<file path="config.mk">
export PLATFORM = sky130hd
export DESIGN_NAME = gaze_point_smoother_top
export DESIGN_NICKNAME = d
export VERILOG_FILES = /design/src/gps_pkg.sv /design/src/gaze_point_smoother_top.sv /design/src/gps_div.sv
export SDC_FILE = /design/constraint.sdc
export NUM_CORES = 1
export LEC_CHECK = 0
export BUFFER_PORTS_ARGS = -buffer_cell sky130_fd_sc_hd__buf_2
export CAP_MARGIN = 20
export CORE_ASPECT_RATIO = 1.5
export CORE_MARGIN = 2
export CORE_UTILIZATION = 57
export CTS_CLUSTER_DIAMETER = 150
export DETAILED_ROUTE_END_ITERATION = 6
export PLACE_DENSITY = 0.74
export SLEW_MARGIN = 20
export SYNTH_ARGS = -nofsm -noshare
export SYNTH_HDL_FRONTEND = slang
export SYNTH_SLANG_ARGS = --single-unit
</file>
<file path="constraint.sdc">
create_clock -name clk -period 11 [get_ports clk]
set_clock_uncertainty 0.2 [all_clocks]
set_input_delay 0.55 -clock clk [delete_from_list [all_inputs] [get_ports clk]]
set_output_delay 0.55 -clock clk [all_outputs]
set_load 0.005 [all_outputs]
</file>
<file path="src/gps_pkg.sv">
// Types, constants and helper functions of the gaze point smoother.
`default_nettype none
package gps_pkg;

  localparam int CFG_W     = 13;
  localparam int CFG_IDX_W = 2;
  localparam int CEN_W     = 13;
  localparam int GAZE_W    = 16;
  localparam int ACC_W     = 16;
  localparam int DIV_W     = 13;
  localparam int DIV_CNT_W = 4;
  localparam int PROD_W    = 28;
  localparam int OUT_W     = 96;

  localparam logic [CFG_IDX_W-1:0] CFG_FRAME_W = 2'd0;
  localparam logic [CFG_IDX_W-1:0] CFG_FRAME_H = 2'd1;
  localparam logic [CFG_IDX_W-1:0] CFG_SENS_X  = 2'd2;
  localparam logic [CFG_IDX_W-1:0] CFG_SENS_Y  = 2'd3;

  localparam logic [CFG_W-1:0] FRAME_W_RST = 13'd640;
  localparam logic [CFG_W-1:0] FRAME_H_RST = 13'd480;
  localparam logic [CFG_W-1:0] SENS_X_RST  = 13'd200;
  localparam logic [CFG_W-1:0] SENS_Y_RST  = 13'd100;

  typedef enum logic [2:0] {
    ST_IDLE,
    ST_START,
    ST_DIV,
    ST_MUL,
    ST_SMOOTH,
    ST_DONE
  } st_t;

  typedef struct packed {
    logic busy;
    logic done;
  } div_sts_t;

  // Sum of centres in half pixels divided by 8, rounded half to even,
  // saturated to the centre width.
  function automatic logic [CEN_W-1:0] mean8(input logic [ACC_W-1:0] n);
    logic [CEN_W-1:0] q;
    logic [2:0]       r;
    logic             inc;
    logic [CEN_W:0]   s;
    q   = n[ACC_W-1:3];
    r   = n[2:0];
    inc = (r > 3'd4) || ((r == 3'd4) && q[0]);
    s   = {1'b0, q} + {{CEN_W{1'b0}}, inc};
    return s[CEN_W] ? {CEN_W{1'b1}} : s[CEN_W-1:0];
  endfunction

  function automatic logic signed [GAZE_W-1:0] sat16(input logic signed [29:0] v);
    if (v > 30'sd32767) begin
      return 16'sh7FFF;
    end else if (v < -30'sd32768) begin
      return 16'sh8000;
    end
    return v[GAZE_W-1:0];
  endfunction

endpackage
`default_nettype wire

</file>
<file path="src/gaze_point_smoother_top.sv">
// Top level of the gaze point smoother: sequencer, datapath and ports.
`default_nettype none
// Gaze point smoother. Each frame arrives as feature rectangles (left eye,
// right eye, nose, mouth), one item per rectangle, the last one flagged by
// in_tlast. A rectangle without tlast is summed into the centre accumulators
// in the cycle it is accepted, and the block is ready again in the next cycle.
// A rectangle with tlast starts the frame computation, during which in_tready
// is low. For each axis, x first and then y, state ST_START starts the shared
// divider, which forms the gain frame/sensitivity in 13 steps and then flags
// completion while the sequencer waits in ST_DIV. ST_MUL then multiplies the
// offset from the reference by that gain, and ST_SMOOTH adds the reference
// back, saturates, averages with the previous gaze once there is one and
// applies the movement dead zone. ST_DONE loads the output register once no
// earlier result still waits for out_tready. The block is ready for the next
// item in the same cycle that the result appears. The first frame latches the
// reference point and produces no movement. The configuration port is always
// ready and should only be written while the block is idle.
module gaze_point_smoother_top #(
  parameter int COORD_BITS = 12
) (
  input  wire                              clk,
  input  wire                              rst_n,
  // Rectangle items.
  input  wire                              in_tvalid,
  output logic                             in_tready,
  // rect_x, rect_y, rect_width, rect_height, each COORD_BITS wide, from bit 0 up.
  input  wire  [((4*COORD_BITS+7)/8)*8-1:0] in_tdata,
  input  wire                              in_tlast,
  // Result items.
  output logic                             out_tvalid,
  input  wire                              out_tready,
  // gaze_x[15:0], gaze_y[31:16], center_x[44:32], center_y[57:45],
  // move_h[73:58], move_v[89:74], zero fill above.
  output logic [gps_pkg::OUT_W-1:0]        out_tdata,
  // Configuration writes.
  input  wire                              cfg_valid,
  output logic                             cfg_ready,
  input  wire  [gps_pkg::CFG_IDX_W-1:0]    cfg_index,
  input  wire  [gps_pkg::CFG_W-1:0]        cfg_data
);
  import gps_pkg::*;

  localparam int TERM_W = COORD_BITS + 2;
  localparam int SUM_W  = 18;

  // Configuration registers.
  logic [CFG_W-1:0] frame_w_r, frame_h_r, sens_x_r, sens_y_r;

  // Frame state.
  logic [ACC_W-1:0]         acc_x_r, acc_y_r;
  logic [CEN_W-1:0]         cx_r, cy_r;
  logic [CEN_W-1:0]         ref_x_r, ref_y_r;
  logic                     ref_valid_r;
  logic signed [GAZE_W-1:0] prev_x_r, prev_y_r;
  logic                     prev_valid_r;
  logic signed [GAZE_W-1:0] hold_h_r, hold_v_r;
  logic signed [PROD_W-1:0] prod_r;
  logic                     axis_r;
  st_t                      state_r, state_nxt;
  logic                     out_tvalid_r;
  logic [OUT_W-1:0]         out_data_r;

  logic in_acc, div_start, out_load, out_free;

  // Rectangle fields.
  logic [COORD_BITS-1:0] rect_x, rect_y, rect_width, rect_height;
  logic [TERM_W-1:0]     term_x, term_y;
  logic [SUM_W-1:0]      sum_x, sum_y;
  logic [ACC_W-1:0]      acc_x_nxt, acc_y_nxt;

  assign rect_x      = in_tdata[COORD_BITS-1:0];
  assign rect_y      = in_tdata[2*COORD_BITS-1:COORD_BITS];
  assign rect_width  = in_tdata[3*COORD_BITS-1:2*COORD_BITS];
  assign rect_height = in_tdata[4*COORD_BITS-1:3*COORD_BITS];

  // Centres are summed in half pixels: 2*x + w, saturating at full scale.
  always_comb begin
    term_x    = TERM_W'({rect_x, 1'b0}) + TERM_W'(rect_width);
    term_y    = TERM_W'({rect_y, 1'b0}) + TERM_W'(rect_height);
    sum_x     = SUM_W'(acc_x_r) + SUM_W'(term_x);
    sum_y     = SUM_W'(acc_y_r) + SUM_W'(term_y);
    acc_x_nxt = (sum_x > SUM_W'({ACC_W{1'b1}})) ? {ACC_W{1'b1}} : sum_x[ACC_W-1:0];
    acc_y_nxt = (sum_y > SUM_W'({ACC_W{1'b1}})) ? {ACC_W{1'b1}} : sum_y[ACC_W-1:0];
  end

  // Per-axis operand selection for the shared units.
  logic [CEN_W-1:0]         c_sel, ref_sel;
  logic [CFG_W-1:0]         frame_sel, sens_sel, d_sel;
  logic signed [GAZE_W-1:0] prev_sel;
  logic [DIV_W-1:0]         gain;
  div_sts_t                 div_sts;

  always_comb begin
    c_sel     = axis_r ? cy_r      : cx_r;
    ref_sel   = axis_r ? ref_y_r   : ref_x_r;
    frame_sel = axis_r ? frame_h_r : frame_w_r;
    sens_sel  = axis_r ? sens_y_r  : sens_x_r;
    prev_sel  = axis_r ? prev_y_r  : prev_x_r;
    // A sensitivity of zero divides as one.
    d_sel     = (sens_sel == '0) ? CFG_W'(1) : sens_sel;
  end

  gps_div u_div (
    .clk      (clk),
    .rst_n    (rst_n),
    .start    (div_start),
    .dividend (frame_sel),
    .divisor  (d_sel),
    .quotient (gain),
    .sts      (div_sts)
  );

  // Multiply step: signed offset from the reference times the gain.
  logic signed [CEN_W:0]    off;
  logic signed [PROD_W-1:0] prod_nxt;

  always_comb begin
    off      = $signed({1'b0, c_sel}) - $signed({1'b0, ref_sel});
    prod_nxt = PROD_W'(off) * PROD_W'($signed({1'b0, gain}));
  end

  // Smoothing step: add the reference back, saturate, average with the
  // previous gaze rounding half to even, and gate the movement by the dead zone.
  logic signed [29:0]       scaled;
  logic signed [GAZE_W-1:0] g;
  logic signed [GAZE_W:0]   pg_sum, s_ext, diff;
  logic signed [GAZE_W-1:0] s_val, move, gaze_nxt;
  logic [GAZE_W:0]          mag;
  logic [CFG_W-3:0]         thr;

  always_comb begin
    scaled   = 30'(prod_r) + $signed({17'd0, ref_sel});
    g        = sat16(scaled);
    pg_sum   = (GAZE_W+1)'(prev_sel) + (GAZE_W+1)'(g);
    s_ext    = (pg_sum >>> 1) + $signed({{GAZE_W{1'b0}}, pg_sum[0] & pg_sum[1]});
    s_val    = s_ext[GAZE_W-1:0];
    diff     = (GAZE_W+1)'(s_val) - (GAZE_W+1)'(prev_sel);
    mag      = diff[GAZE_W] ? (GAZE_W+1)'(-diff) : diff;
    thr      = d_sel[CFG_W-1:2];
    move     = (mag > (GAZE_W+1)'(thr)) ? sat16(30'(diff)) : '0;
    gaze_nxt = prev_valid_r ? s_val : g;
  end

  // Sequencer: next state.
  always_comb begin
    state_nxt = state_r;
    unique case (state_r)
      ST_IDLE: begin
        if (in_tvalid && in_tlast) begin
          state_nxt = ST_START;
        end
      end
      ST_START: begin
        state_nxt = ST_DIV;
      end
      ST_DIV: begin
        if (div_sts.done) begin
          state_nxt = ST_MUL;
        end
      end
      ST_MUL: begin
        state_nxt = ST_SMOOTH;
      end
      ST_SMOOTH: begin
        state_nxt = axis_r ? ST_DONE : ST_START;
      end
      ST_DONE: begin
        if (out_free) begin
          state_nxt = ST_IDLE;
        end
      end
      default: begin
        state_nxt = ST_IDLE;
      end
    endcase
  end

  // Sequencer: outputs.
  always_comb begin
    out_free  = !out_tvalid_r || out_tready;
    in_tready = (state_r == ST_IDLE);
    div_start = (state_r == ST_START);
    out_load  = (state_r == ST_DONE) && out_free;
    in_acc    = in_tvalid && in_tready;
  end

  always_ff @(posedge clk) begin
    if (!rst_n) begin
      state_r <= ST_IDLE;
    end else begin
      state_r <= state_nxt;
    end
  end

  // Configuration registers.
  assign cfg_ready = 1'b1;

  always_ff @(posedge clk) begin
    if (!rst_n) begin
      frame_w_r <= FRAME_W_RST;
      frame_h_r <= FRAME_H_RST;
      sens_x_r  <= SENS_X_RST;
      sens_y_r  <= SENS_Y_RST;
    end else if (cfg_valid) begin
      unique case (cfg_index)
        CFG_FRAME_W: frame_w_r <= cfg_data;
        CFG_FRAME_H: frame_h_r <= cfg_data;
        CFG_SENS_X:  sens_x_r  <= cfg_data;
        CFG_SENS_Y:  sens_y_r  <= cfg_data;
        default: begin
        end
      endcase
    end
  end

  // Frame state.
  logic [CEN_W-1:0] cx_nxt, cy_nxt;
  assign cx_nxt = mean8(acc_x_nxt);
  assign cy_nxt = mean8(acc_y_nxt);

  always_ff @(posedge clk) begin
    if (!rst_n) begin
      acc_x_r      <= '0;
      acc_y_r      <= '0;
      ref_x_r      <= '0;
      ref_y_r      <= '0;
      ref_valid_r  <= 1'b0;
      prev_x_r     <= '0;
      prev_y_r     <= '0;
      prev_valid_r <= 1'b0;
      hold_h_r     <= '0;
      hold_v_r     <= '0;
      axis_r       <= 1'b0;
      out_tvalid_r <= 1'b0;
    end else begin
      if (in_acc) begin
        if (in_tlast) begin
          // The frame ends: take the rounded centre and clear the sums.
          acc_x_r <= '0;
          acc_y_r <= '0;
          axis_r  <= 1'b0;
          if (!ref_valid_r) begin
            ref_x_r     <= cx_nxt;
            ref_y_r     <= cy_nxt;
            ref_valid_r <= 1'b1;
          end
        end else begin
          acc_x_r <= acc_x_nxt;
          acc_y_r <= acc_y_nxt;
        end
      end
      if (state_r == ST_SMOOTH) begin
        axis_r <= 1'b1;
        if (axis_r) begin
          prev_y_r <= gaze_nxt;
          if (prev_valid_r) begin
            hold_v_r <= move;
          end
        end else begin
          prev_x_r <= gaze_nxt;
          if (prev_valid_r) begin
            hold_h_r <= move;
          end
        end
      end
      if (out_load) begin
        prev_valid_r <= 1'b1;
        out_tvalid_r <= 1'b1;
      end else if (out_tready) begin
        out_tvalid_r <= 1'b0;
      end
    end
  end

  // Payload registers.
  always_ff @(posedge clk) begin
    if (in_acc && in_tlast) begin
      cx_r <= cx_nxt;
      cy_r <= cy_nxt;
    end
    if (state_r == ST_MUL) begin
      prod_r <= prod_nxt;
    end
    if (out_load) begin
      out_data_r <= {6'd0, hold_v_r, hold_h_r, cy_r, cx_r, prev_y_r, prev_x_r};
    end
  end

  assign out_tvalid = out_tvalid_r;
  assign out_tdata  = out_data_r;

endmodule
`default_nettype wire

</file>
<file path="src/gps_div.sv">
// Shared restoring divider, one quotient bit per cycle.
`default_nettype none
module gps_div (
  input  wire                         clk,
  input  wire                         rst_n,
  input  wire                         start,
  input  wire  [gps_pkg::DIV_W-1:0]   dividend,
  input  wire  [gps_pkg::DIV_W-1:0]   divisor,
  output logic [gps_pkg::DIV_W-1:0]   quotient,
  output gps_pkg::div_sts_t           sts
);
  import gps_pkg::*;

  logic [DIV_W-1:0]     rem_r, rem_nxt;
  logic [DIV_W-1:0]     quo_r, quo_nxt;
  logic [DIV_W-1:0]     dvs_r;
  logic [DIV_CNT_W-1:0] cnt_r;
  logic                 busy_r, done_r;
  logic [DIV_W:0]       trial;
  logic                 ge;

  always_comb begin
    trial   = {rem_r, quo_r[DIV_W-1]};
    ge      = trial >= {1'b0, dvs_r};
    rem_nxt = ge ? DIV_W'(trial - {1'b0, dvs_r}) : trial[DIV_W-1:0];
    quo_nxt = {quo_r[DIV_W-2:0], ge};
  end

  always_ff @(posedge clk) begin
    if (!rst_n) begin
      busy_r <= 1'b0;
      done_r <= 1'b0;
      cnt_r  <= '0;
    end else begin
      done_r <= 1'b0;
      if (start) begin
        busy_r <= 1'b1;
        cnt_r  <= '0;
      end else if (busy_r) begin
        cnt_r <= cnt_r + 1'b1;
        if (cnt_r == DIV_CNT_W'(DIV_W - 1)) begin
          busy_r <= 1'b0;
          done_r <= 1'b1;
        end
      end
    end
  end

  always_ff @(posedge clk) begin
    if (start) begin
      rem_r <= '0;
      quo_r <= dividend;
      dvs_r <= divisor;
    end else if (busy_r) begin
      rem_r <= rem_nxt;
      quo_r <= quo_nxt;
    end
  end

  assign quotient = quo_r;
  assign sts.busy = busy_r;
  assign sts.done = done_r;

endmodule
`default_nettype wire

</file>
==> metrics.yaml <==
status:
  outcome: "finished, final reports clean"
final_layout:
  stdcell_count: 3783
  syn_to_final_growth_pct: 10.1
  nets: 3565
  n_antenna_cell: 0
  drive_above_1_share_pct: 11.8
  fill_cells: 4061
clock_network:
  ctsHtreeMaxLevel: 2
  clkLatencyLatePin_ns: 0.55
  clock_sinks: 370
  cts_tree: "built"
  numCtsBuffers: 38
  cts-root-buf: "clkbuf_16"
  clock_path_buffers: 3
  cts_hold_buf: 0
  clkTransAtPathRegs_ns: 0.07
place:
  placedCellCount: 3714
  port-buffer-count: 160
  gp_congestion: 0.942
  dp_hpwl_um: 54700
synthesis:
  synth_commonest_cells: "366 x nand2_1, 304 x inv_1, 227 x a21oi_1"
  syn_area_mm2: 0.0280
  synth_top_cell_by_area: "edfxtp_1"
  yosys-top-cells-area: "edfxtp_1 18%, fa_1 15%, dfxtp_1 14%"
  synth-edff-count: 170
  synth_flop_cell: "dfxtp_1"
  syn_area_per_cell_um2: 9.36
  yosysWarningCount: 0
  async_flop_share_pct: 0
  synth-seq-cells: 370
  synth_most_common_cell: "nand2_1"
  synthCells: 2987
  seq_area_frac_synth_pct: 32.6
  yosysTopAreaCellShare_pct: 18.3
  ys_types: 94
global_routing:
  grt_pass1_wl_um: 112000
  antenna_found_initial: 0
  track_usage_pct: 27.7
  grt_max_degree: 78
  grt_pass1_vias: 22500
  grt_overflow: 0
setup_path:
  cp_slowest_cell: "a2111oi_4"
  cp.required_ns: 11.19
  setup.worst_path.end_class: "flip-flop"
  critPathArrivalTime_ns: 10.52
  r2r_slack_ns: 0.68
  crit_type: "reg2reg"
  critical-path-top-delay-family: "compound AO/OA/AOI/OAI gates"
  worst-path-max-fanout: 32
  cp.buffers_inverters: 3
  cp_slowest_stage_delay_ns: 0.42
  start_kind: "flip-flop"
floorplan:
  die_y_um: 275
  initial_core_util_pct: 57.6
  die_x_um: 185
  dieArea_mm2: 0.0509
  fp-row-count: 99
  coreArea_mm2: 0.0486
  io_pins: 168
sta:
  slew_headroom_pct: 30.0
  finalHoldViolations: 0
  tightest_slew_ns: 1.05
  setup_viol: 0
  fin_setup_tns_ns: 0
  min_period_ns: 10.32
  min_period_over_period_pct: 93.9
  holdWs_ns: 0.0877
  drv_slew: 0
  fmax_mhz: 96.9
drt:
  dr.first_iter.drc_count: 1109
  post-route-drc-count: 0
  postRouteAntennaNets: 0
  wl_per_cell_um: 18.5
  avgViaCountPerCell: 5.79
  drt-total-wl_um: 70100
  vias: 21900
  drt-pass1-iter-count: 7
job:
  drv_cap: 0
min_path:
  hold_path_class: "in2reg"
## layout make-up
cell class | instances | area, um2 | area share [%]
clock inverter | 17 | 179 | 0.581
timing repair buffer | 190 | 1040 | 3.39
inverter | 307 | 1160 | 3.76
sequential | 370 | 9110 | 29.6
clock buffer | 51 | 1110 | 3.60
tap | 656 | 821 | 2.67
multi-input combinational | 2192 | 17400 | 56.4
## cell usage in the layout, fill, tap and decap left out, types with 28 or more instances in the layout
cell and count:
inv_1 303, xor2_1 41, buf_4 28, and2_1 96, a21o_1 32, edfxtp_1 170
mux2i_1 68, nor2b_1 39, nand3_1 52, nor2_1 179, o21ai_0 121, buf_2 160
o31ai_1 38, ha_1 187, xnor2_1 96, a21oi_1 222, nor3_1 56, clkbuf_16 41
nand2_1 365, fa_1 209, o21a_1 41, dfxtp_1 199
## worst register-to-register path, delay by kind of cell, from the launching register on
family	cells	cell delay, ns
muxes	1	0.27
AOI/OAI and AO/OA	26	4.88
and+or+nand+nor	11	2.41
adders and majority gates	4	1.29
DFF	1	0.40
buffers and inverters	3	0.51
xor gates and xnor gates	1	0.19
## routing by layer
layer,vias to the layer above,wire length (um),track usage [%]
met2,605,38600,54.6
li1,10400,-,-
met4,0,2730,11.2
met5,-,0,0
met1,10700,25900,29.9
met3,170,2840,2.76
## registers in the layout, indices dropped and copies added, names as in the netlist, 16 cells and up
name	count
hold_v_r	16
acc_x_r	16
out_tdata	90
acc_y_r	16
hold_h_r	16
prev_y_r	16
prod_r	28
prev_x_r	16
## cell families after synthesis
kind of cell | count (synthesis) | synth area share [%]
multiplexers | 97 | 3.59
adder cells (fa/ha/maj) | 397 | 23.4
AND/OR/NAND/NOR | 921 | 15.6
AO/OA/AOI/OAI | 628 | 14.4
other | 2 | 0.0269
XOR/XNOR | 142 | 4.45
buffers and inverters | 430 | 5.97
flip-flops | 370 | 32.6
## path summary, 6_finish.rpt
kind / from / end / depth (start not counted)
worst max-delay path: axis_r / hold_h_r[5] / 46
worst min-delay path: cfg_data[2] / frame_h_r[2] / 3
worst max register to register: axis_r / hold_h_r[5] / 46
worst min register to register: hold_h_r[4] / out_tdata[62] / 0
## per-stage QoR
stage	util [%]	setup slack, ns	cell area (um2)
5_1_grt	63.4	-0.0512	30800
6_report	63.4	0.676	30800
3_5_place_dp	60.5	0.320	29400
2_1_floorplan	-	0.0193	28000
3_3_place_gp	60.5	0.568	29400
4_1_cts	63.2	0.259	30700
## what timing repair did
item / in CTS / in global routing
setup endpoints to repair: 0 / 32
gates resized for setup: 0 / 22
setup buffers: 0 / 1
Power is not shown: default switching activity piles up to over one toggle a cycle in this logic, so the estimate is an artifact.
